File: config.mk
export PLATFORM = sky130hd
export DESIGN_NAME = periodic_event_wakeup_flat
export DESIGN_NICKNAME = d
export VERILOG_FILES = /design/src/pew_pkg.sv /design/src/pew_chan_if.sv /design/src/pew_rem.sv /design/src/pew_state_mem.sv /design/src/periodic_event_wakeup.sv /design/src/flat_wrapper.sv
export VERILOG_INCLUDE_DIRS = /design/src /design/src/src
export SDC_FILE = /design/constraint.sdc
export NUM_CORES = 1
export LEC_CHECK = 0
export BUFFER_PORTS_ARGS = -buffer_cell sky130_fd_sc_hd__buf_2
export CAP_MARGIN = 20
export CORE_MARGIN = 5
export CORE_UTILIZATION = 36
export CTS_BUF_LIST = sky130_fd_sc_hd__clkbuf_4 sky130_fd_sc_hd__clkbuf_8
export DETAILED_ROUTE_END_ITERATION = 8
export GPL_TIMING_DRIVEN = 0
export PLACE_DENSITY = 0.57
export RECOVER_POWER = 25
export SLEW_MARGIN = 20
export SYNTH_ARGS = -nofsm -noshare
export SYNTH_HDL_FRONTEND = slang
export SYNTH_SLANG_ARGS = --single-unit
export TNS_END_PERCENT = 30
File: constraint.sdc
create_clock -name clk_i -period 8.1 [get_ports clk_i]
set_input_delay 0.81 -clock clk_i [delete_from_list [all_inputs] [get_ports clk_i]]
set_output_delay 0.81 -clock clk_i [all_outputs]
set_load 0.02 [all_outputs]
File: src/periodic_event_wakeup_assert.svh
// ----------------------------------------------------------------------------
// Assertion macros for the periodic event wakeup block
// Concurrent checks on clk/reset that compile away in synthesis.
// ----------------------------------------------------------------------------
`ifndef PERIODIC_EVENT_WAKEUP_ASSERT_SVH
`define PERIODIC_EVENT_WAKEUP_ASSERT_SVH

`ifndef SYNTHESIS
// Check a property on every rising clock edge outside reset.
`define PEW_ASSERT(name, clk, rst_n, prop, msg) \
  name: assert property (@(posedge clk) disable iff (!rst_n) prop) else $error(msg);
// Check that a condition in one cycle implies a condition in the next.
`define PEW_ASSERT_NEXT(name, clk, rst_n, cond, nxt, msg) \
  name: assert property (@(posedge clk) disable iff (!rst_n) (cond) |=> (nxt)) \
    else $error(msg);
`else
`define PEW_ASSERT(name, clk, rst_n, prop, msg)
`define PEW_ASSERT_NEXT(name, clk, rst_n, cond, nxt, msg)
`endif

`endif

File: src/pew_pkg.sv
// ----------------------------------------------------------------------------
// pew_pkg
// Shared widths, function codes, register indexes and types.
// ----------------------------------------------------------------------------
package pew_pkg;

  localparam int FUNC_W     = 1;
  localparam int NOW_W      = 32;
  localparam int SRC_W      = 2;
  localparam int TASK_W     = 6;
  localparam int WOKEN_W    = 64;
  localparam int FIRED_W    = 4;
  localparam int PERIOD_W   = 16;
  localparam int CFG_IDX_W  = 8;
  localparam int CFG_DATA_W = 16;
  localparam int PREG_NUM   = 4;
  localparam int PREG_IDX_W = 2;
  // widest source address (up to eight sources)
  localparam int SRC_MAX_W  = 3;

  localparam logic [NOW_W-1:0] TIME_MAX = '1;

  localparam logic [FUNC_W-1:0] FUNC_TICK = 1'b0;
  localparam logic [FUNC_W-1:0] FUNC_WAIT = 1'b1;

  localparam logic [CFG_IDX_W-1:0] REG_PERIOD_A = 8'd0;
  localparam logic [CFG_IDX_W-1:0] REG_PERIOD_B = 8'd1;
  localparam logic [CFG_IDX_W-1:0] REG_PERIOD_C = 8'd2;
  localparam logic [CFG_IDX_W-1:0] REG_PERIOD_D = 8'd3;

  // Reset period of each period register.
  function automatic logic [PERIOD_W-1:0] pew_reset_period(input logic [PREG_IDX_W-1:0] idx);
    logic [PERIOD_W-1:0] val;
    case (idx)
      2'd0:    val = 16'd100;
      2'd1:    val = 16'd200;
      2'd2:    val = 16'd500;
      default: val = 16'd50;
    endcase
    return val;
  endfunction

  // Access strobes from the sequencer to the state memory.
  typedef struct packed {
    logic rd;
    logic mt_we;
    logic ws_we;
  } pew_mem_ctl_t;

endpackage

File: src/pew_chan_if.sv
// ----------------------------------------------------------------------------
// Channel interfaces
// Valid/ready channels for items, results and register writes.
// ----------------------------------------------------------------------------
interface pew_in_if;
  import pew_pkg::*;

  logic                valid;
  logic                ready;
  logic [FUNC_W-1:0]   func;
  logic [NOW_W-1:0]    now_ms;
  logic [SRC_W-1:0]    src_id;
  logic [TASK_W-1:0]   task_req;

  modport source (output valid, func, now_ms, src_id, task_req, input ready);
  modport sink   (input valid, func, now_ms, src_id, task_req, output ready);
endinterface

interface pew_out_if;
  import pew_pkg::*;

  logic               valid;
  logic               ready;
  logic [WOKEN_W-1:0] woken_tasks;
  logic [FIRED_W-1:0] fired_sources;

  modport source (output valid, woken_tasks, fired_sources, input ready);
  modport sink   (input valid, woken_tasks, fired_sources, output ready);
endinterface

interface pew_cfg_if;
  import pew_pkg::*;

  logic                  valid;
  logic                  ready;
  logic [CFG_IDX_W-1:0]  index;
  logic [CFG_DATA_W-1:0] data;

  modport source (output valid, index, data, input ready);
  modport sink   (input valid, index, data, output ready);
endinterface

File: src/pew_rem.sv
// ----------------------------------------------------------------------------
// pew_rem
// Iterative remainder unit: 32-bit dividend mod 16-bit divisor, two bits per cycle.
// ----------------------------------------------------------------------------
`include "periodic_event_wakeup_assert.svh"

module pew_rem (
  input  logic                          clk_i,
  input  logic                          rst_ni,
  input  logic                          start_i,
  input  logic [pew_pkg::NOW_W-1:0]     dividend_i,
  input  logic [pew_pkg::PERIOD_W-1:0]  divisor_i,
  output logic                          done_o,
  output logic [pew_pkg::PERIOD_W-1:0]  rem_o
);
  import pew_pkg::*;

  localparam int BITS_PER_CYC = 2;
  localparam int CYCLES       = NOW_W / BITS_PER_CYC;
  localparam int CNT_W        = $clog2(CYCLES);

  logic                busy_q;
  logic                done_q;
  logic [CNT_W-1:0]    cnt_q;
  logic [PERIOD_W-1:0] rem_q, rem_d;
  logic [NOW_W-1:0]    dvd_q, dvd_d;
  logic [PERIOD_W-1:0] dvs_q;
  logic [PERIOD_W:0]   trial;

  // Restoring steps: shift in a dividend bit, subtract when it fits.
  always_comb begin
    rem_d = rem_q;
    dvd_d = dvd_q;
    trial = '0;
    for (int b = 0; b < BITS_PER_CYC; b++) begin
      trial = {rem_d, dvd_d[NOW_W-1]};
      dvd_d = {dvd_d[NOW_W-2:0], 1'b0};
      if (trial >= {1'b0, dvs_q}) begin
        trial = trial - {1'b0, dvs_q};
      end
      rem_d = trial[PERIOD_W-1:0];
    end
  end

  always_ff @(posedge clk_i or negedge rst_ni) begin
    if (!rst_ni) begin
      busy_q <= 1'b0;
      done_q <= 1'b0;
      cnt_q  <= '0;
    end else begin
      done_q <= 1'b0;
      if (start_i) begin
        busy_q <= 1'b1;
        cnt_q  <= '0;
      end else if (busy_q) begin
        cnt_q <= cnt_q + CNT_W'(1);
        if (cnt_q == CNT_W'(CYCLES - 1)) begin
          busy_q <= 1'b0;
          done_q <= 1'b1;
        end
      end
    end
  end

  always_ff @(posedge clk_i) begin
    if (start_i) begin
      rem_q <= '0;
      dvd_q <= dividend_i;
      dvs_q <= divisor_i;
    end else if (busy_q) begin
      rem_q <= rem_d;
      dvd_q <= dvd_d;
    end
  end

  assign done_o = done_q;
  assign rem_o  = rem_q;

  `PEW_ASSERT(a_start_idle, clk_i, rst_ni, start_i |-> !busy_q, "remainder unit restarted while busy")
  `PEW_ASSERT(a_rem_below, clk_i, rst_ni, done_q |-> (rem_q < dvs_q), "remainder not below divisor")
  `PEW_ASSERT_NEXT(a_start_busy, clk_i, rst_ni, start_i, busy_q, "remainder unit did not start")

endmodule

File: src/pew_state_mem.sv
// ----------------------------------------------------------------------------
// pew_state_mem
// Match time and waiting set memories, registered read, with per-entry valid bits.
// ----------------------------------------------------------------------------
`include "periodic_event_wakeup_assert.svh"

module pew_state_mem #(
  parameter int SOURCE_COUNT = 4,
  parameter int TASK_COUNT   = 64,
  parameter int AW           = 2
) (
  input  logic                        clk_i,
  input  logic                        rst_ni,
  input  pew_pkg::pew_mem_ctl_t       ctl_i,
  input  logic [AW-1:0]               addr_i,
  input  logic [pew_pkg::NOW_W-1:0]   mt_wdata_i,
  input  logic [TASK_COUNT-1:0]       ws_wdata_i,
  output logic [pew_pkg::NOW_W-1:0]   mt_rdata_o,
  output logic [TASK_COUNT-1:0]       ws_rdata_o
);
  import pew_pkg::*;

  logic [NOW_W-1:0]      mt_mem [SOURCE_COUNT];
  logic [TASK_COUNT-1:0] ws_mem [SOURCE_COUNT];
  logic [SOURCE_COUNT-1:0] mt_vld_q, ws_vld_q;
  logic                  mt_hit_q, ws_hit_q;
  logic [NOW_W-1:0]      mt_rd_q;
  logic [TASK_COUNT-1:0] ws_rd_q;
  logic [AW-1:0]         addr_q;
  logic [SRC_MAX_W-1:0]  addr_ext;

  always_ff @(posedge clk_i) begin
    if (ctl_i.mt_we) begin
      mt_mem[addr_i] <= mt_wdata_i;
    end
    if (ctl_i.ws_we) begin
      ws_mem[addr_i] <= ws_wdata_i;
    end
    if (ctl_i.rd) begin
      mt_rd_q <= mt_mem[addr_i];
      ws_rd_q <= ws_mem[addr_i];
      addr_q  <= addr_i;
    end
  end

  // An entry never written reads as its reset value.
  always_ff @(posedge clk_i or negedge rst_ni) begin
    if (!rst_ni) begin
      mt_vld_q <= '0;
      ws_vld_q <= '0;
      mt_hit_q <= 1'b0;
      ws_hit_q <= 1'b0;
    end else begin
      if (ctl_i.mt_we) begin
        mt_vld_q[addr_i] <= 1'b1;
      end
      if (ctl_i.ws_we) begin
        ws_vld_q[addr_i] <= 1'b1;
      end
      if (ctl_i.rd) begin
        mt_hit_q <= mt_vld_q[addr_i];
        ws_hit_q <= ws_vld_q[addr_i];
      end
    end
  end

  assign addr_ext   = SRC_MAX_W'(addr_q);
  assign mt_rdata_o = mt_hit_q ? mt_rd_q
                               : NOW_W'(pew_reset_period(addr_ext[PREG_IDX_W-1:0]));
  assign ws_rdata_o = ws_hit_q ? ws_rd_q : '0;

  `PEW_ASSERT(a_rd_wr_apart, clk_i, rst_ni, ctl_i.rd |-> !(ctl_i.mt_we || ctl_i.ws_we), "read and write in one cycle")

endmodule

File: src/periodic_event_wakeup.sv
// ----------------------------------------------------------------------------
// periodic_event_wakeup
// Periodic event sources with per-source waiting task sets.
//
// in_i carries one item per transfer: a tick (func = tick) with the current
// millisecond count, or a wait (func = wait) that parks task_req on src_id.
// Every item gives exactly one result on out_o: the tasks released and the
// sources that fired (both zero for a wait). cfg_i writes the four 16-bit
// period registers; write only while the block is idle.
// Sequence: a wait reads its source entry, writes the waiting set back and
// loads the result (a dropped out-of-range wait goes straight to the
// result). A tick reads and checks each source in turn; for each source that
// fires it waits on the 2-bit-per-cycle remainder unit and writes the new
// match time, then it loads the result. One item is in work at a time.
// A finished result sits in the output register while the next item is
// taken; if the receiver stalls, the block holds the next result until the
// output register frees up. Reset loads the reset periods and marks every
// memory entry unwritten, so match times read as the reset periods and
// waiting sets as empty; no clearing pass is needed.
// ----------------------------------------------------------------------------
`include "periodic_event_wakeup_assert.svh"

module periodic_event_wakeup #(
  parameter int SOURCE_COUNT = 4,
  parameter int TASK_COUNT   = 64
) (
  input  logic      clk_i,
  input  logic      rst_ni,
  pew_in_if.sink    in_i,
  pew_out_if.source out_o,
  pew_cfg_if.sink   cfg_i
);
  import pew_pkg::*;

  localparam int AW = (SOURCE_COUNT > 1) ? $clog2(SOURCE_COUNT) : 1;

  // Sequencer states
  localparam logic [2:0] ST_IDLE = 3'd0;  // take an item
  localparam logic [2:0] ST_RD   = 3'd1;  // read one source entry
  localparam logic [2:0] ST_CHK  = 3'd2;  // compare, clear or add waiters
  localparam logic [2:0] ST_DIV  = 3'd3;  // wait on remainder, write match
  localparam logic [2:0] ST_DONE = 3'd4;  // load the output register

  logic [2:0]            state_q, state_d;
  logic [FUNC_W-1:0]     func_q, func_d;
  logic [NOW_W-1:0]      now_q, now_d;
  logic [TASK_W-1:0]     task_q, task_d;
  logic [AW-1:0]         idx_q, idx_d;
  logic [TASK_COUNT-1:0] woken_q, woken_d;
  logic [FIRED_W-1:0]    fired_q, fired_d;
  logic [PERIOD_W-1:0]   period_q [PREG_NUM];

  logic                  out_valid_q, out_valid_d;
  logic [WOKEN_W-1:0]    out_woken_q, out_woken_d;
  logic [FIRED_W-1:0]    out_fired_q, out_fired_d;
  logic                  out_load;

  pew_mem_ctl_t          mem_ctl;
  logic [NOW_W-1:0]      mt_wdata, mt_rdata;
  logic [TASK_COUNT-1:0] ws_wdata, ws_rdata;

  logic                  rem_start, rem_done;
  logic [NOW_W-1:0]      rem_dividend;
  logic [PERIOD_W-1:0]   rem_val;

  logic [SRC_MAX_W-1:0]  idx_ext;
  logic [PERIOD_W-1:0]   period_raw, period_eff;
  logic [NOW_W:0]        next_sum;
  logic                  last_src;
  logic                  in_xfer;
  logic                  wait_ok;

  // ---------------------------------------------------------------------------
  // Period registers. A write past the last register is dropped.
  // ---------------------------------------------------------------------------
  assign cfg_i.ready = 1'b1;

  always_ff @(posedge clk_i or negedge rst_ni) begin
    if (!rst_ni) begin
      for (int i = 0; i < PREG_NUM; i++) begin
        period_q[i] <= pew_reset_period(PREG_IDX_W'(i));
      end
    end else if (cfg_i.valid) begin
      case (cfg_i.index)
        REG_PERIOD_A: period_q[0] <= cfg_i.data;
        REG_PERIOD_B: period_q[1] <= cfg_i.data;
        REG_PERIOD_C: period_q[2] <= cfg_i.data;
        REG_PERIOD_D: period_q[3] <= cfg_i.data;
        default: ;
      endcase
    end
  end

  // Sources above the register count share registers modulo four; a zero
  // period acts as one.
  assign idx_ext    = SRC_MAX_W'(idx_q);
  assign period_raw = period_q[idx_ext[PREG_IDX_W-1:0]];
  assign period_eff = (period_raw == '0) ? PERIOD_W'(1) : period_raw;

  // ---------------------------------------------------------------------------
  // Match advance: next = now + period - ((now - match) mod period),
  // saturating at the top of the time range.
  // ---------------------------------------------------------------------------
  assign rem_dividend = now_q - mt_rdata;
  assign next_sum     = {1'b0, now_q} + (NOW_W + 1)'(period_eff) - (NOW_W + 1)'(rem_val);
  assign mt_wdata     = next_sum[NOW_W] ? TIME_MAX : next_sum[NOW_W-1:0];

  assign in_i.ready = (state_q == ST_IDLE);
  assign in_xfer    = in_i.valid && in_i.ready;
  assign wait_ok    = (int'(in_i.src_id) < SOURCE_COUNT) && (int'(in_i.task_req) < TASK_COUNT);
  assign last_src   = (idx_q == AW'(SOURCE_COUNT - 1));

  // ---------------------------------------------------------------------------
  // Sequencer: one item at a time; any write-back of a memory entry lands
  // before the next read, so no forwarding is needed.
  // ---------------------------------------------------------------------------
  always_comb begin
    state_d   = state_q;
    func_d    = func_q;
    now_d     = now_q;
    task_d    = task_q;
    idx_d     = idx_q;
    woken_d   = woken_q;
    fired_d   = fired_q;
    mem_ctl   = '0;
    ws_wdata  = '0;
    rem_start = 1'b0;
    out_load  = 1'b0;

    case (state_q)
      ST_IDLE: begin
        if (in_xfer) begin
          func_d  = in_i.func;
          now_d   = in_i.now_ms;
          task_d  = in_i.task_req;
          woken_d = '0;
          fired_d = '0;
          if (in_i.func == FUNC_TICK) begin
            idx_d   = '0;
            state_d = ST_RD;
          end else if (wait_ok) begin
            idx_d   = AW'(in_i.src_id);
            state_d = ST_RD;
          end else begin
            // drop an out-of-range wait, still answer it
            state_d = ST_DONE;
          end
        end
      end

      ST_RD: begin
        mem_ctl.rd = 1'b1;
        state_d    = ST_CHK;
      end

      ST_CHK: begin
        if (func_q == FUNC_WAIT) begin
          mem_ctl.ws_we = 1'b1;
          ws_wdata      = ws_rdata | (TASK_COUNT'(1) << task_q);
          state_d       = ST_DONE;
        end else if (now_q >= mt_rdata) begin
          // fire: release and clear the waiters, then advance the match
          woken_d       = woken_q | ws_rdata;
          fired_d       = fired_q | FIRED_W'(FIRED_W'(1) << idx_q);
          mem_ctl.ws_we = 1'b1;
          rem_start     = 1'b1;
          state_d       = ST_DIV;
        end else if (last_src) begin
          state_d = ST_DONE;
        end else begin
          idx_d   = idx_q + AW'(1);
          state_d = ST_RD;
        end
      end

      ST_DIV: begin
        if (rem_done) begin
          mem_ctl.mt_we = 1'b1;
          if (last_src) begin
            state_d = ST_DONE;
          end else begin
            idx_d   = idx_q + AW'(1);
            state_d = ST_RD;
          end
        end
      end

      ST_DONE: begin
        if (!out_valid_q || out_o.ready) begin
          out_load = 1'b1;
          state_d  = ST_IDLE;
        end
      end

      default: begin
        state_d = ST_IDLE;
      end
    endcase
  end

  // Output register: load a result, drop it after its transfer.
  always_comb begin
    out_valid_d = out_valid_q;
    out_woken_d = out_woken_q;
    out_fired_d = out_fired_q;
    if (out_load) begin
      out_valid_d = 1'b1;
      out_woken_d = WOKEN_W'(woken_q);
      out_fired_d = fired_q;
    end else if (out_o.ready) begin
      out_valid_d = 1'b0;
    end
  end

  always_ff @(posedge clk_i or negedge rst_ni) begin
    if (!rst_ni) begin
      state_q     <= ST_IDLE;
      out_valid_q <= 1'b0;
    end else begin
      state_q     <= state_d;
      out_valid_q <= out_valid_d;
    end
  end

  always_ff @(posedge clk_i) begin
    func_q      <= func_d;
    now_q       <= now_d;
    task_q      <= task_d;
    idx_q       <= idx_d;
    woken_q     <= woken_d;
    fired_q     <= fired_d;
    out_woken_q <= out_woken_d;
    out_fired_q <= out_fired_d;
  end

  assign out_o.valid         = out_valid_q;
  assign out_o.woken_tasks   = out_woken_q;
  assign out_o.fired_sources = out_fired_q;

  // ---------------------------------------------------------------------------
  // Units
  // ---------------------------------------------------------------------------
  pew_state_mem #(
    .SOURCE_COUNT (SOURCE_COUNT),
    .TASK_COUNT   (TASK_COUNT),
    .AW           (AW)
  ) u_mem (
    .clk_i      (clk_i),
    .rst_ni     (rst_ni),
    .ctl_i      (mem_ctl),
    .addr_i     (idx_q),
    .mt_wdata_i (mt_wdata),
    .ws_wdata_i (ws_wdata),
    .mt_rdata_o (mt_rdata),
    .ws_rdata_o (ws_rdata)
  );

  pew_rem u_rem (
    .clk_i      (clk_i),
    .rst_ni     (rst_ni),
    .start_i    (rem_start),
    .dividend_i (rem_dividend),
    .divisor_i  (period_eff),
    .done_o     (rem_done),
    .rem_o      (rem_val)
  );

  `PEW_ASSERT(a_done_in_div, clk_i, rst_ni, rem_done |-> (state_q == ST_DIV), "remainder finished outside advance")
  `PEW_ASSERT(a_load_free, clk_i, rst_ni, out_load |-> (!out_valid_q || out_o.ready), "result overwrote a pending result")
  `PEW_ASSERT(a_wait_quiet, clk_i, rst_ni, (out_load && (func_q == FUNC_WAIT)) |-> ((woken_q == '0) && (fired_q == '0)), "wait item reported wakeups")

endmodule

File: src/flat_wrapper.sv
// flat-port wrapper written by rule: the top's interface ports become plain ports
module periodic_event_wakeup_flat import pew_pkg::*;
#(
  parameter int SOURCE_COUNT = 4,
  parameter int TASK_COUNT   = 64
)
  (clk_i, rst_ni, in_i_valid, in_i_func, in_i_now_ms, in_i_src_id, in_i_task_req, in_i_ready, out_o_valid, out_o_woken_tasks, out_o_fired_sources, out_o_ready, cfg_i_valid, cfg_i_index, cfg_i_data, cfg_i_ready);
  pew_in_if in_i_i ();
  pew_out_if out_o_i ();
  pew_cfg_if cfg_i_i ();
  input  logic clk_i;
  input  logic rst_ni;
  input wire logic [$bits(in_i_i.valid)-1:0] in_i_valid;
  input wire logic [$bits(in_i_i.func)-1:0] in_i_func;
  input wire logic [$bits(in_i_i.now_ms)-1:0] in_i_now_ms;
  input wire logic [$bits(in_i_i.src_id)-1:0] in_i_src_id;
  input wire logic [$bits(in_i_i.task_req)-1:0] in_i_task_req;
  output wire logic [$bits(in_i_i.ready)-1:0] in_i_ready;
  output wire logic [$bits(out_o_i.valid)-1:0] out_o_valid;
  output wire logic [$bits(out_o_i.woken_tasks)-1:0] out_o_woken_tasks;
  output wire logic [$bits(out_o_i.fired_sources)-1:0] out_o_fired_sources;
  input wire logic [$bits(out_o_i.ready)-1:0] out_o_ready;
  input wire logic [$bits(cfg_i_i.valid)-1:0] cfg_i_valid;
  input wire logic [$bits(cfg_i_i.index)-1:0] cfg_i_index;
  input wire logic [$bits(cfg_i_i.data)-1:0] cfg_i_data;
  output wire logic [$bits(cfg_i_i.ready)-1:0] cfg_i_ready;
  assign in_i_i.valid = in_i_valid;
  assign in_i_i.func = in_i_func;
  assign in_i_i.now_ms = in_i_now_ms;
  assign in_i_i.src_id = in_i_src_id;
  assign in_i_i.task_req = in_i_task_req;
  assign in_i_ready = in_i_i.ready;
  assign out_o_valid = out_o_i.valid;
  assign out_o_woken_tasks = out_o_i.woken_tasks;
  assign out_o_fired_sources = out_o_i.fired_sources;
  assign out_o_i.ready = out_o_ready;
  assign cfg_i_i.valid = cfg_i_valid;
  assign cfg_i_i.index = cfg_i_index;
  assign cfg_i_i.data = cfg_i_data;
  assign cfg_i_ready = cfg_i_i.ready;
  periodic_event_wakeup #(.SOURCE_COUNT(SOURCE_COUNT), .TASK_COUNT(TASK_COUNT)) u_core (.clk_i(clk_i), .rst_ni(rst_ni), .in_i(in_i_i), .out_o(out_o_i), .cfg_i(cfg_i_i));
endmodule
# ---- Yosys cells after proc, flatten, opt, wreduce, memory -nomap -nowiden
# Memory sizes are Yosys's and may differ from the RTL's. A register that Yosys moved wholly into a read port is not among the register bits.
# Index checks and enable logic that the tools add are counted.
dict set report totals {
  regBits 327
  latchBits 0
  ram_bits 384
  rom_bits 0
  inputBits 70
  output_inout_bits 71
  word_cells 151
  n_memories 2
}
# memory depth word_bits read_ports rd_ports_with_merged_regs wr line_no
set memory_table {}
lappend memory_table {u_core.u_mem.ws_mem 4 64 1 1 1 pew_state_mem.sv:24} ;# logic [TASK_COUNT-1:0] ws_mem [SOURCE_COUNT];
lappend memory_table {u_core.u_mem.mt_mem 4 32 1 1 1 pew_state_mem.sv:23} ;# logic [NOW_W-1:0] mt_mem [SOURCE_COUNT];
dict set report op_classes {
  add_sub_neg 7
  mul 0
  div_mod_pow 0
  n_lt_le_gt_ge 6
  eq_ne 17
  shifts 2
  muxes 66
  n_bitwise 6
  reduce_logical 20
}
# cell n
set ops {}
lappend ops {{64-bit two-way mux} 6}
lappend ops {{32-bit two-way mux} 4}
lappend ops {{64-bit bitwise OR} 2}
lappend ops {{64-bit one-hot mux with 2 select lines} 1}
lappend ops {{16-bit two-way mux} 5}
lappend ops {{1-bit by 6-bit << shifter with 64-bit output, first input constant} 1}
lappend ops {{17-bit by 16-bit greater-or-equal comparator with 1-bit output} 2}
lappend ops {{32-bit by 16-bit adder with 33-bit output} 1}
lappend ops {{33-bit by 16-bit subtractor with 33-bit output} 1}
lappend ops {{16-bit binary-select mux with 2-bit select} 1}
lappend ops {{32-bit greater-or-equal comparator} 1}
lappend ops {{16-bit subtractor} 2}
lappend ops {{32-bit subtractor} 1}
lappend ops {{9-bit one-hot mux with 3 select lines} 1}
lappend ops {{1-bit two-way mux} 25}
lappend ops {{4-bit two-way mux} 5}
lappend ops {{3-bit two-way mux} 6}
lappend ops {{8-bit by 2-bit == test with 1-bit output, second input constant} 2}
lappend ops {{16-bit zero test} 1}
lappend ops {{3-bit one-hot mux with 5 select lines} 1}
lappend ops {{2-bit two-way mux} 6}
lappend ops {{4-bit bitwise OR} 3}
lappend ops {{2-bit AND reduction} 5}
lappend ops {{8-bit by 1-bit == test with 1-bit output, second input constant} 1}
lappend ops {{30 further kinds} 40}

# ---- Longest topological paths before layout
# Gate-level depths: netlist (run 1).
dict set report depth {
  depth_word 9
  depth_mapped 26
  depth_no_buf 22
}

# ---- Hierarchy
# A second synthesis (run 1) with hierarchy kept.
dict set report unflattened {
  cells_unflattened 2464
  hier_area_um2 36652.7
}
# module n_inst cells_each area_each_um2 seq_area_each_um2
set modules_own_cells {}
lappend modules_own_cells {pew_state_mem 1 759 18023.5 14724.1}
lappend modules_own_cells {periodic_event_wakeup 1 1270 14076.0 7035.5}
lappend modules_own_cells {pew_rem 1 435 4553.1 1911.8}

# ---- Least setup slack after synthesis (run 1)
# Ideal clock, no wire load.
dict set report synth_path {
  path_type {register -> register}
  start {reg u_core.state_q[2]}
  end {reg u_core.u_mem.mt_hit_q}
  setup_ps 86
  arrival_time_ps 5455
  required_ps 8014
  setup_slack_ps 2559
  stages_incl_launch_ff 4
  n_path_buf 0
  period_less_slack_ps 5541
  path_cell_list {dfrtp_1 > nand2b_1 > nor2_1 > mux2_2}
}
dict set report synth_between {
  elab_chain_len 2
}
# element line_no
set synth_lines {}
lappend synth_lines {{start, declared} periodic_event_wakeup.sv:44} ;# logic [2:0] state_q, state_d;
lappend synth_lines {{start signal, assigned} periodic_event_wakeup.sv:220} ;# state_q <= state_d;
lappend synth_lines {{3-bit by 1-bit == test with 1-bit output} periodic_event_wakeup.sv:130} ;# case (state_q)
lappend synth_lines {{1-bit two-way mux} periodic_event_wakeup.sv:130}
lappend synth_lines {{end signal, assigned} pew_state_mem.sv:61} ;# mt_hit_q <= mt_vld_q[addr_i];
lappend synth_lines {{end, declared} pew_state_mem.sv:26} ;# logic mt_hit_q, ws_hit_q;
# Every way passes these cells.
# A chain may end at the register's enable or synchronous reset.

# ---- Worst setup path in the final report (run 1)
dict set report layout_path {
  start {reg u_core.idx_q[1]}
  end {mem u_core.u_mem.mt_mem[1][2], data pin}
}
dict set report layout_between {
  elab_chain_len 9
}
# element line_no
set layout_lines {}
lappend layout_lines {{start, declared} periodic_event_wakeup.sv:48} ;# logic [AW-1:0] idx_q, idx_d;
lappend layout_lines {{start signal, assigned} periodic_event_wakeup.sv:229} ;# idx_q <= idx_d;
lappend layout_lines {{2-bit inverter with 3-bit output (not written as such) *} periodic_event_wakeup.sv:97} ;# assign period_raw = period_q[idx_ext[PREG_IDX_W-1:0]];
lappend layout_lines {{16-bit binary-select mux with 2-bit select *} periodic_event_wakeup.sv:97}
lappend layout_lines {{16-bit two-way mux (not written as such) * (2 in series)} periodic_event_wakeup.sv:97}
lappend layout_lines {{16-bit zero test} periodic_event_wakeup.sv:98} ;# assign period_eff = (period_raw == '0) ? PERIOD_W'(1) : period_raw;
lappend layout_lines {{16-bit two-way mux *} periodic_event_wakeup.sv:98}
lappend layout_lines {{net u_core.period_eff[0]} periodic_event_wakeup.sv:67} ;# logic [PERIOD_W-1:0] period_raw, period_eff;
lappend layout_lines {{32-bit by 16-bit adder with 33-bit output *} periodic_event_wakeup.sv:105} ;# assign next_sum = {1'b0, now_q} + (NOW_W + 1)'(period_eff) - (NOW_W + 1)'(rem_val);
lappend layout_lines {{33-bit by 16-bit subtractor with 33-bit output *} periodic_event_wakeup.sv:105}
lappend layout_lines {{32-bit two-way mux *} periodic_event_wakeup.sv:106} ;# assign mt_wdata = next_sum[NOW_W] ? TIME_MAX : next_sum[NOW_W-1:0];
lappend layout_lines {{net u_core.mt_wdata[2]} periodic_event_wakeup.sv:59} ;# logic [NOW_W-1:0] mt_wdata, mt_rdata;
lappend layout_lines {{end, declared} pew_state_mem.sv:23}
# The timed path passes the listed nets; every way through them passes the cells marked *. The select of a mux whose other input is x is not followed.

==> results.py, run 1 <==
metrics = {
    "setup_path": {
        "critPathRequiredTime_ns": 8.56,
        "max_stage_delay_ns": 0.79,
        "crit_top_cell": "clkbuf_1",
        "critPathKind": "reg -> reg",
        "crit_chain": "clkbuf_1 > clkbuf_1 > clkbuf_1 > mux4_2 > a31o_2 > ha_1 > inv_1 > fa_1 > nor2b_1 > o31ai_1 > a21oi_2 > a21oi_1 > o31ai_1 > a41o_1 > a221oi_2 > xnor2_1 > buf_2 > o21ai_0",
        "path_delay_family": "buffers and inverters",
        "cp_num_buf_inv": 5,
        "slowest_stage": "xnor2_1",
        "crit_fanout": 10,
        "cp.arrival_ns": 7.70,
        "critPathLaunchType": "flop",
        "end_kind": "flop",
    },
    "route": {
        "finalWirelength_mm": 90.1,
        "drcViolationCount": 0,
        "vias": 21500,
        "postRouteAntennaNets": 0,
        "wl_per_cell_um": 22.0,
        "vias_per_cell": 5.24,
        "drt_iter0_drc": 1656,
        "dr.pass1.iters": 5,
    },
    "floorplanning": {
        "initial_core_util_pct": 36.2,
        "pin_count": 141,
        "coreArea_um2": 98400,
        "dieArea_um2": 105000,
        "die_w_um": 325,
        "rows": 115,
        "die_h_um": 325,
    },
    "layout": {
        "layout_commonest_cell": "edfxtp_1",
        "utilization_pct": 41.8,
        "drive_gt1_share_pct": 21.7,
        "area_growth_pct": 15.4,
        "nets": 2893,
        "final_cell_mix": "edfxtp_1 (707), nor2_1 (222), a21oi_1 (155)",
        "fill_cells": 9045,
    },
    "global_route": {
        "overflow": 0,
        "grt_max_degree": 44,
        "antenna_found_initial": 9,
        "grtUsageTotal_pct": 16.8,
        "grt_pass1_vias": 22300,
        "grt_pass1_wl_mm": 136,
    },
    "run_status": {
        "violations": "capacitance limit, slew limit",
        "status": "finished, violations left",
    },
    "pwr": {
        "p_clk_share_pct": 23.1,
        "powerDensity_nw_per_um2": 409,
        "power_frac_seq_pct": 38.6,
        "p_leak_nw": 15.0,
        "p_sw_mw": 6.19,
        "finalPower_mw": 16.8,
        "ir_drop_uv": 194,
        "p_int_mw": 10.6,
        "combPwrFrac_pct": 38.3,
        "switching_share_pct": 36.8,
    },
    "yosys": {
        "synthAdderAreaFrac_pct": 4.82,
        "synth_fp_nets": 2596,
        "synthSimpleGateAreaFrac_pct": 6.60,
        "synth_mux_area_share_pct": 10.1,
        "avgSynthCellArea_um2": 14.9,
        "synth_compound_area_share_pct": 7.68,
        "syn_inst": 2400,
        "ys_ff_latch": 807,
        "synth_edf_count": 707,
        "syn-cell-area_um2": 35700,
        "synth_top_family_by_area": "multiplexers",
        "synth_xor_area_share_pct": 1.94,
        "ys_async_sr_fraction_pct": 10.4,
        "yosysWarnings": 0,
        "seq_area_frac_synth_pct": 66.4,
        "ys_types": 71,
        "synth_top_flop_cell": "edfxtp_1",
    },
    "placement": {
        "io_buffer_count": 139,
        "dp_slack_ns": 0.531,
        "detailed_place_hpwl_mm": 60.8,
        "place_congestion": 0.893,
    },
    "clocking": {
        "cts_tree": "yes",
        "hold_buffers": 1,
        "cts_setup_buffers": 0,
        "cts_resized": 0,
        "cts-root-buf": "clkbuf_8",
        "cts_buffer_depth": 3,
        "ctsHtreeMaxLevel": 4,
        "clk_latency_ns": 0.83,
        "cts_made_buffers": 138,
        "cts_sinks": 807,
        "cts.clk_slew.worst_paths_ns": 0.06,
    },
    "hold_path": {
        "hp-class": "in -> reg",
    },
    "sta": {
        "setup_viol": 0,
        "min_period_ns": 7.24,
        "timing.final.crit_share_pct": 89.4,
        "slew-limit-headroom_pct": -74.8,
        "tightestPinTransition_ns": 2.62,
        "drv_slew": 196,
        "fmax_mhz": 138,
        "hold_viol_final": 0,
        "fin_ws_ns": 0.860,
        "rsz0062_at_grt": "no",
        "final.setup_skew_ns": 0.0584,
    },
    "run": {
        "maxCapViolCount": 6,
    },
}
==> final timing paths <==
check | start | to | slack (ns) | depth (start not counted)
max | u_core.idx_q[1] | u_core.u_mem.mt_mem[1][2] | 0.86 | 18
min in group asynchronous | rst_ni | u_core.period_q[13] | 1.22 | 2
max in group asynchronous | rst_ni | u_core.period_q[34] | 3.76 | 3
min | in_i_now_ms[31] | u_core.now_q[31] | 0.16 | 1
max reg2reg | u_core.idx_q[1] | u_core.u_mem.mt_mem[1][2] | 0.86 | 18
min reg2reg | u_core.fired_q[3] | u_core.out_o.fired_sources[3] | 0.43 | 0
==> synth_stat cells (4+ instances only) <==
master / n / area [µm²]
clkbuf_1: 80 / 300
o21ai_1: 4 / 20.0
o31ai_1: 4 / 30.0
ha_1: 107 / 1340
a21boi_0: 4 / 30.0
dfxtp_1: 16 / 320
a211oi_1: 16 / 120
nor2_1: 222 / 833
a21o_1: 31 / 233
or3_1: 6 / 37.5
nand2_1: 146 / 548
dfrtp_1: 69 / 1730
buf_1: 6 / 22.5
nor3_1: 27 / 135
a31oi_1: 6 / 37.5
xnor2_1: 45 / 394
mux2i_1: 20 / 200
nand3_1: 24 / 120
mux4_2: 114 / 2570
o31ai_2: 5 / 62.6
a22oi_1: 65 / 488
edfxtp_1: 707 / 21200
and3_1: 7 / 43.8
o21a_1: 17 / 128
buf_2: 12 / 60.1
inv_1: 119 / 447
mux2_2: 74 / 833
and2_1: 16 / 100
a221oi_1: 4 / 35.0
nand3b_1: 4 / 30.0
a31o_2: 5 / 43.8
xor2_1: 34 / 298
nand4_1: 14 / 87.6
or2_2: 8 / 50.1
dfstp_2: 15 / 394
o21ai_0: 72 / 360
o211ai_1: 5 / 37.5
nor2b_1: 17 / 106
nor4_1: 8 / 50.1
nand2b_1: 18 / 113
fa_1: 19 / 380
o21bai_1: 9 / 67.6
a21oi_1: 155 / 776
==> registers in the layout, indices dropped and copies added, names as in the netlist, 6 cells and up <==
name / flops
u_core.u_mem.mt_mem: 128
u_core.u_rem.dvs_q: 16
u_core.woken_q: 64
u_core.u_rem.rem_o: 16
u_core.task_q: 6
u_core.u_rem.dvd_q: 32
u_core.u_mem.ws_rd_q: 64
u_core.period_q: 64
u_core.out_o.woken_tasks: 64
u_core.u_mem.mt_rd_q: 32
u_core.u_mem.ws_mem: 256
u_core.now_q: 32
==> layout make-up <==
type | instances | area, µm² | share of cell area, %
sequential | 807 | 23700 | 57.5
multi-input combinational | 1371 | 11100 | 27.1
clock buffer | 202 | 2410 | 5.86
tap | 1287 | 1610 | 3.91
timing repair buffer | 157 | 898 | 2.18
clock inverter | 50 | 524 | 1.27
inverter | 119 | 447 | 1.09
buffer | 103 | 433 | 1.05
antenna | 7 | 17.5 | 0.0426
==> stage by stage <==
stage,TNS [ns],std cells,cell area (µm²),hold slack [ns]
finish,0,4103,41100,0.156
global route,0,4102,41100,0.0905
CTS,0,4096,41300,0.0688
detailed placement,0,3843,38400,0.438
global placement,-103.46,3826,38000,0.438
floorplan,0,2400,35700,0.427
==> cell families after synthesis <==
group           count (synthesis)
buf+inv                       222
compound gates                429
fa+ha+maj                     126
other cells                     1
mux                           208
simple gates                  528
flops                         807
xor+xnor                       79
==> routing by layer <==
layer	track usage [%]	vias up	wire length, µm
met4	5.48	0	2110
met3	3.71	157	6060
met1	22.9	10900	39500
met2	26.9	759	42400
li1	-	9728	-
met5	0	-	0
==> power by group through the flow <==
| stage | Clock (mW) | Combinational (mW) | Sequential, mW |
|---|---|---|---|
| floorplan | 0 | 4.64 | 6.40 |
| global placement | 0 | 6.22 | 6.65 |
| detailed placement | 0 | 6.51 | 6.55 |
| CTS | 4.00 | 6.56 | 6.49 |
| global route | 4.21 | 7.13 | 6.57 |
| finish | 3.89 | 6.45 | 6.49 |
Power figures use the tool's default switching activity.
==> run 2: changes to the inputs <==
- MAX_ROUTING_LAYER: not set -> met4
- SYNTH_HIERARCHICAL: not set -> 1
==> run 2 against run 1 <==
Net effect: the run still ends with capacitance limit, slew limit left; largest power group is now combinational cells; utilization is essentially flat; largest cell class unchanged; critical endpoint is now u_core/u_mem/mt_mem[3][22]; fmax rose by 5.5%; highest routed layer unchanged; via count grew 1.5%; total power grew 0.68%; worst setup slack gained 0.38 ns; hold slack gained 0.021 ns.
==> results.py, run 2 <==
metrics = {
    "yosys": {
        "yosysWarnings": 6,
        "ys_ff_latch": 807,
        "synth_top_flop_cell": "edfxtp_1",
        "syn-cell-area_um2": 36700,
        "seq_area_frac_synth_pct": 64.6,
        "ys_types": 85,
        "synth_top_area_share_pct": 57.9,
        "synth_area_leader_cell": "edfxtp_1",
        "ys_async_sr_fraction_pct": 10.4,
        "synth_edf_count": 707,
        "synth_fp_nets": 2661,
        "syn_inst": 2464,
        "synth_most_common_cell": "edfxtp_1",
        "synthTopCellsByCount": "edfxtp_1 (707), nor2_1 (165), a21oi_1 (154)",
        "ys_top_cells_by_area": "edfxtp_1 (58%), mux4_2 (6.8%), dfrtp_1 (4.7%)",
        "avgSynthCellArea_um2": 14.9,
    },
    "setup_path": {
        "critPathCapture": "u_core/u_mem/mt_mem[3][22]",
        "cp-startpoint": "u_core/idx_q[0]",
        "critPathRequiredTime_ns": 8.58,
        "path_delay_family": "buffers and inverters",
        "crit_chain": "clkbuf_1 > clkbuf_1 > mux4_2 > nor4_1 > nand4_1 > o211a_1 > ha_1 > inv_1 > ha_1 > fa_1 > a211oi_2 > o211ai_2 > a41oi_4 > nor4_4 > nor4_4 > o21ai_1 > a21oi_2 > xnor2_2 > buf_4 > o2111ai_1",
        "r2r_slack_ns": 1.24,
        "critPathLaunchType": "flop",
        "path_depth": 20,
        "rr_worst_depth": 20,
        "slowest_stage": "mux4_2",
        "critPathKind": "reg -> reg",
        "r2r-end": "u_core/u_mem/mt_mem[3][22]",
        "cp.arrival_ns": 7.34,
        "timing.rr.start": "u_core/idx_q[0]",
        "cp_num_buf_inv": 4,
        "end_kind": "flop",
        "crit_fanout": 10,
        "max_stage_delay_ns": 0.73,
    },
    "placement": {
        "place_congestion": 0.891,
        "io_buffer_count": 139,
        "place_area_um2": 39800,
        "dp_slack_ns": 1.69,
        "detailed_place_hpwl_mm": 64.8,
        "dp.cells": 4010,
    },
    "global_route": {
        "grt_max_degree": 65,
        "grtUsageTotal_pct": 17.3,
        "grt_pass1_wl_mm": 139,
        "antenna_found_initial": 4,
        "overflow": 0,
        "grt_pass1_vias": 22800,
    },
    "route": {
        "vias_per_cell": 5.12,
        "finalWirelength_mm": 92.1,
        "drt_iter0_drc": 1469,
        "drcViolationCount": 0,
        "wl_per_cell_um": 21.6,
        "dr.pass1.iters": 6,
        "postRouteAntennaNets": 0,
        "vias": 21800,
    },
    "pwr": {
        "finalPower_mw": 17.0,
        "powerDensity_nw_per_um2": 400,
        "p_leak_nw": 15.4,
        "ir_drop_uv": 175,
    },
    "floorplanning": {
        "die_h_um": 329,
        "die_w_um": 329,
        "coreArea_um2": 101000,
        "initial_core_util_pct": 36.1,
        "dieArea_um2": 108000,
        "pin_count": 141,
        "rows": 117,
    },
    "layout": {
        "fin_cells": 4260,
        "drive_gt1_share_pct": 23.4,
        "final_cell_mix": "edfxtp_1 (707), nor2_1 (162), a21oi_1 (154)",
        "nets": 2979,
        "stdcell_area_um2": 42400,
        "area_growth_pct": 15.6,
        "reg.largest.list": "u_core/u_mem/ws_mem: 256 flops, u_core/u_mem/mt_mem: 128 flops",
        "largest_reg_flops": 256,
        "layout_commonest_cell": "edfxtp_1",
        "largest-register": "u_core/u_mem/ws_mem",
    },
    "hold_path": {
        "hp-class": "in -> reg",
        "hold_depth": 1,
    },
    "clocking": {
        "cts.clk_slew.worst_paths_ns": 0.06,
        "cts_tree": "yes",
        "cts-root-buf": "clkbuf_8",
        "cts_buffer_depth": 3,
        "ctsHtreeMaxLevel": 4,
        "cts_made_buffers": 137,
        "clk_latency_ns": 0.81,
        "cts_setup_buffers": 0,
        "cts_sinks": 807,
        "cts_resized": 0,
    },
    "sta": {
        "tightestPinTransition_ns": 3.50,
        "slew-limit-headroom_pct": -133,
        "setup_viol": 0,
        "drv_slew": 119,
        "rsz0062_at_grt": "no",
        "timing.final.crit_share_pct": 84.7,
        "fin_tns_setup_ns": 0,
        "final.setup_skew_ns": 0.0538,
        "hold_viol_final": 0,
        "fin_ws_ns": 1.24,
        "min_period_ns": 6.86,
        "fmax_mhz": 146,
    },
    "run_status": {
        "violations": "capacitance limit, slew limit",
        "status": "finished, violations left",
    },
    "run": {
        "maxCapViolCount": 4,
    },
}
## run 2: cell types whose count changed in the layout (fill, tap and decap cells not counted), sizes merged, moves of 30 or more
cell	change
a22oi	-63
and2	+79
buf	+55
clkbuf	-54
mux2	+30
nand2	-55
nor2	-57
o21a	+64
## run 2: cell type report
class / instances / area, µm²
Timing Repair Buffer: 179 / 1210
Fill cell: 9274 / 59100
Clock inverter: 55 / 442
Tap cell: 1368 / 1710
Clock buffer: 190 / 2310
Buffer: 94 / 460
Multi-Input combinational cell: 1418 / 12000
Inverter: 145 / 544
Antenna cell: 4 / 10.0
Sequential cell: 807 / 23700
## run 2: report_power, final
group,internal (mW),switching (mW)
combinational,2.71,4.09
sequential,6.02,0.457
clock,1.97,1.70
total,10.7,6.24
## run 2: kinds of logic after synthesis
| group | share of synthesized area [%] |
|---|---|
| compound gates | 7.96 |
| xor+xnor | 1.84 |
| fa+ha+maj | 4.72 |
| buf+inv | 2.78 |
| flops | 64.6 |
| mux | 10.7 |
| other cells | 0.0102 |
| simple gates | 7.43 |
## run 2: metrics by stage
stage / util [%] / hold slack, ns
after CTS: 41.9 / 0.0961
final: 41.8 / 0.177
after global routing: 41.8 / 0.124
after global placement: 38.5 / 0.441
after floorplan: - / 0.427
after detailed placement: 39.2 / 0.439
## run 2: worst register-to-register path, stage by stage, from the launching register on
cell and delay (ns):
edfxtp_1 0.51, clkbuf_1 0.71, clkbuf_1 0.70, mux4_2 0.74, nor4_1 0.26, nand4_1 0.19
o211a_1 0.19, ha_1 0.28, inv_1 0.04, ha_1 0.20, fa_1 0.45, a211oi_2 0.33
o211ai_2 0.21, a41oi_4 0.31, nor4_4 0.10, nor4_4 0.25, o21ai_1 0.14, a21oi_2 0.20
xnor2_2 0.21, buf_4 0.28, o2111ai_1 0.23
## run 2: layer usage
metal / routed length (µm) / GRT usage (%) / up-vias / part of all wire, %
li1: - / - / 9973 / -
met1: 39600 / 22.0 / 11000 / 43
met2: 45200 / 28.0 / 663 / 49
met3: 4680 / 3.31 / 160 / 5.1
met4: 2660 / 6.10 / 0 / 2.9
met5: 0 / - / - / 0
## run 2: worst min-delay path by stage
stage | endpoint | startpoint
after CTS | u_core/task_q[1] | in_i_task_req[1]
after global placement | u_core/out_o.woken_tasks[0] | u_core/woken_q[0]
final | u_core/task_q[1] | in_i_task_req[1]
after detailed placement | u_core/out_o.woken_tasks[12] | u_core/woken_q[12]
after floorplan | u_core/out_o.woken_tasks[63] | u_core/woken_q[63]
after global routing | u_core/task_q[4] | in_i_task_req[4]
## run 2: what timing repair did
action / 4_1_cts / 5_1_grt
setup endpoints to repair: 0 / 0
endpoints found under the hold margin: 20 / 0
hold buffers: 1 / 0
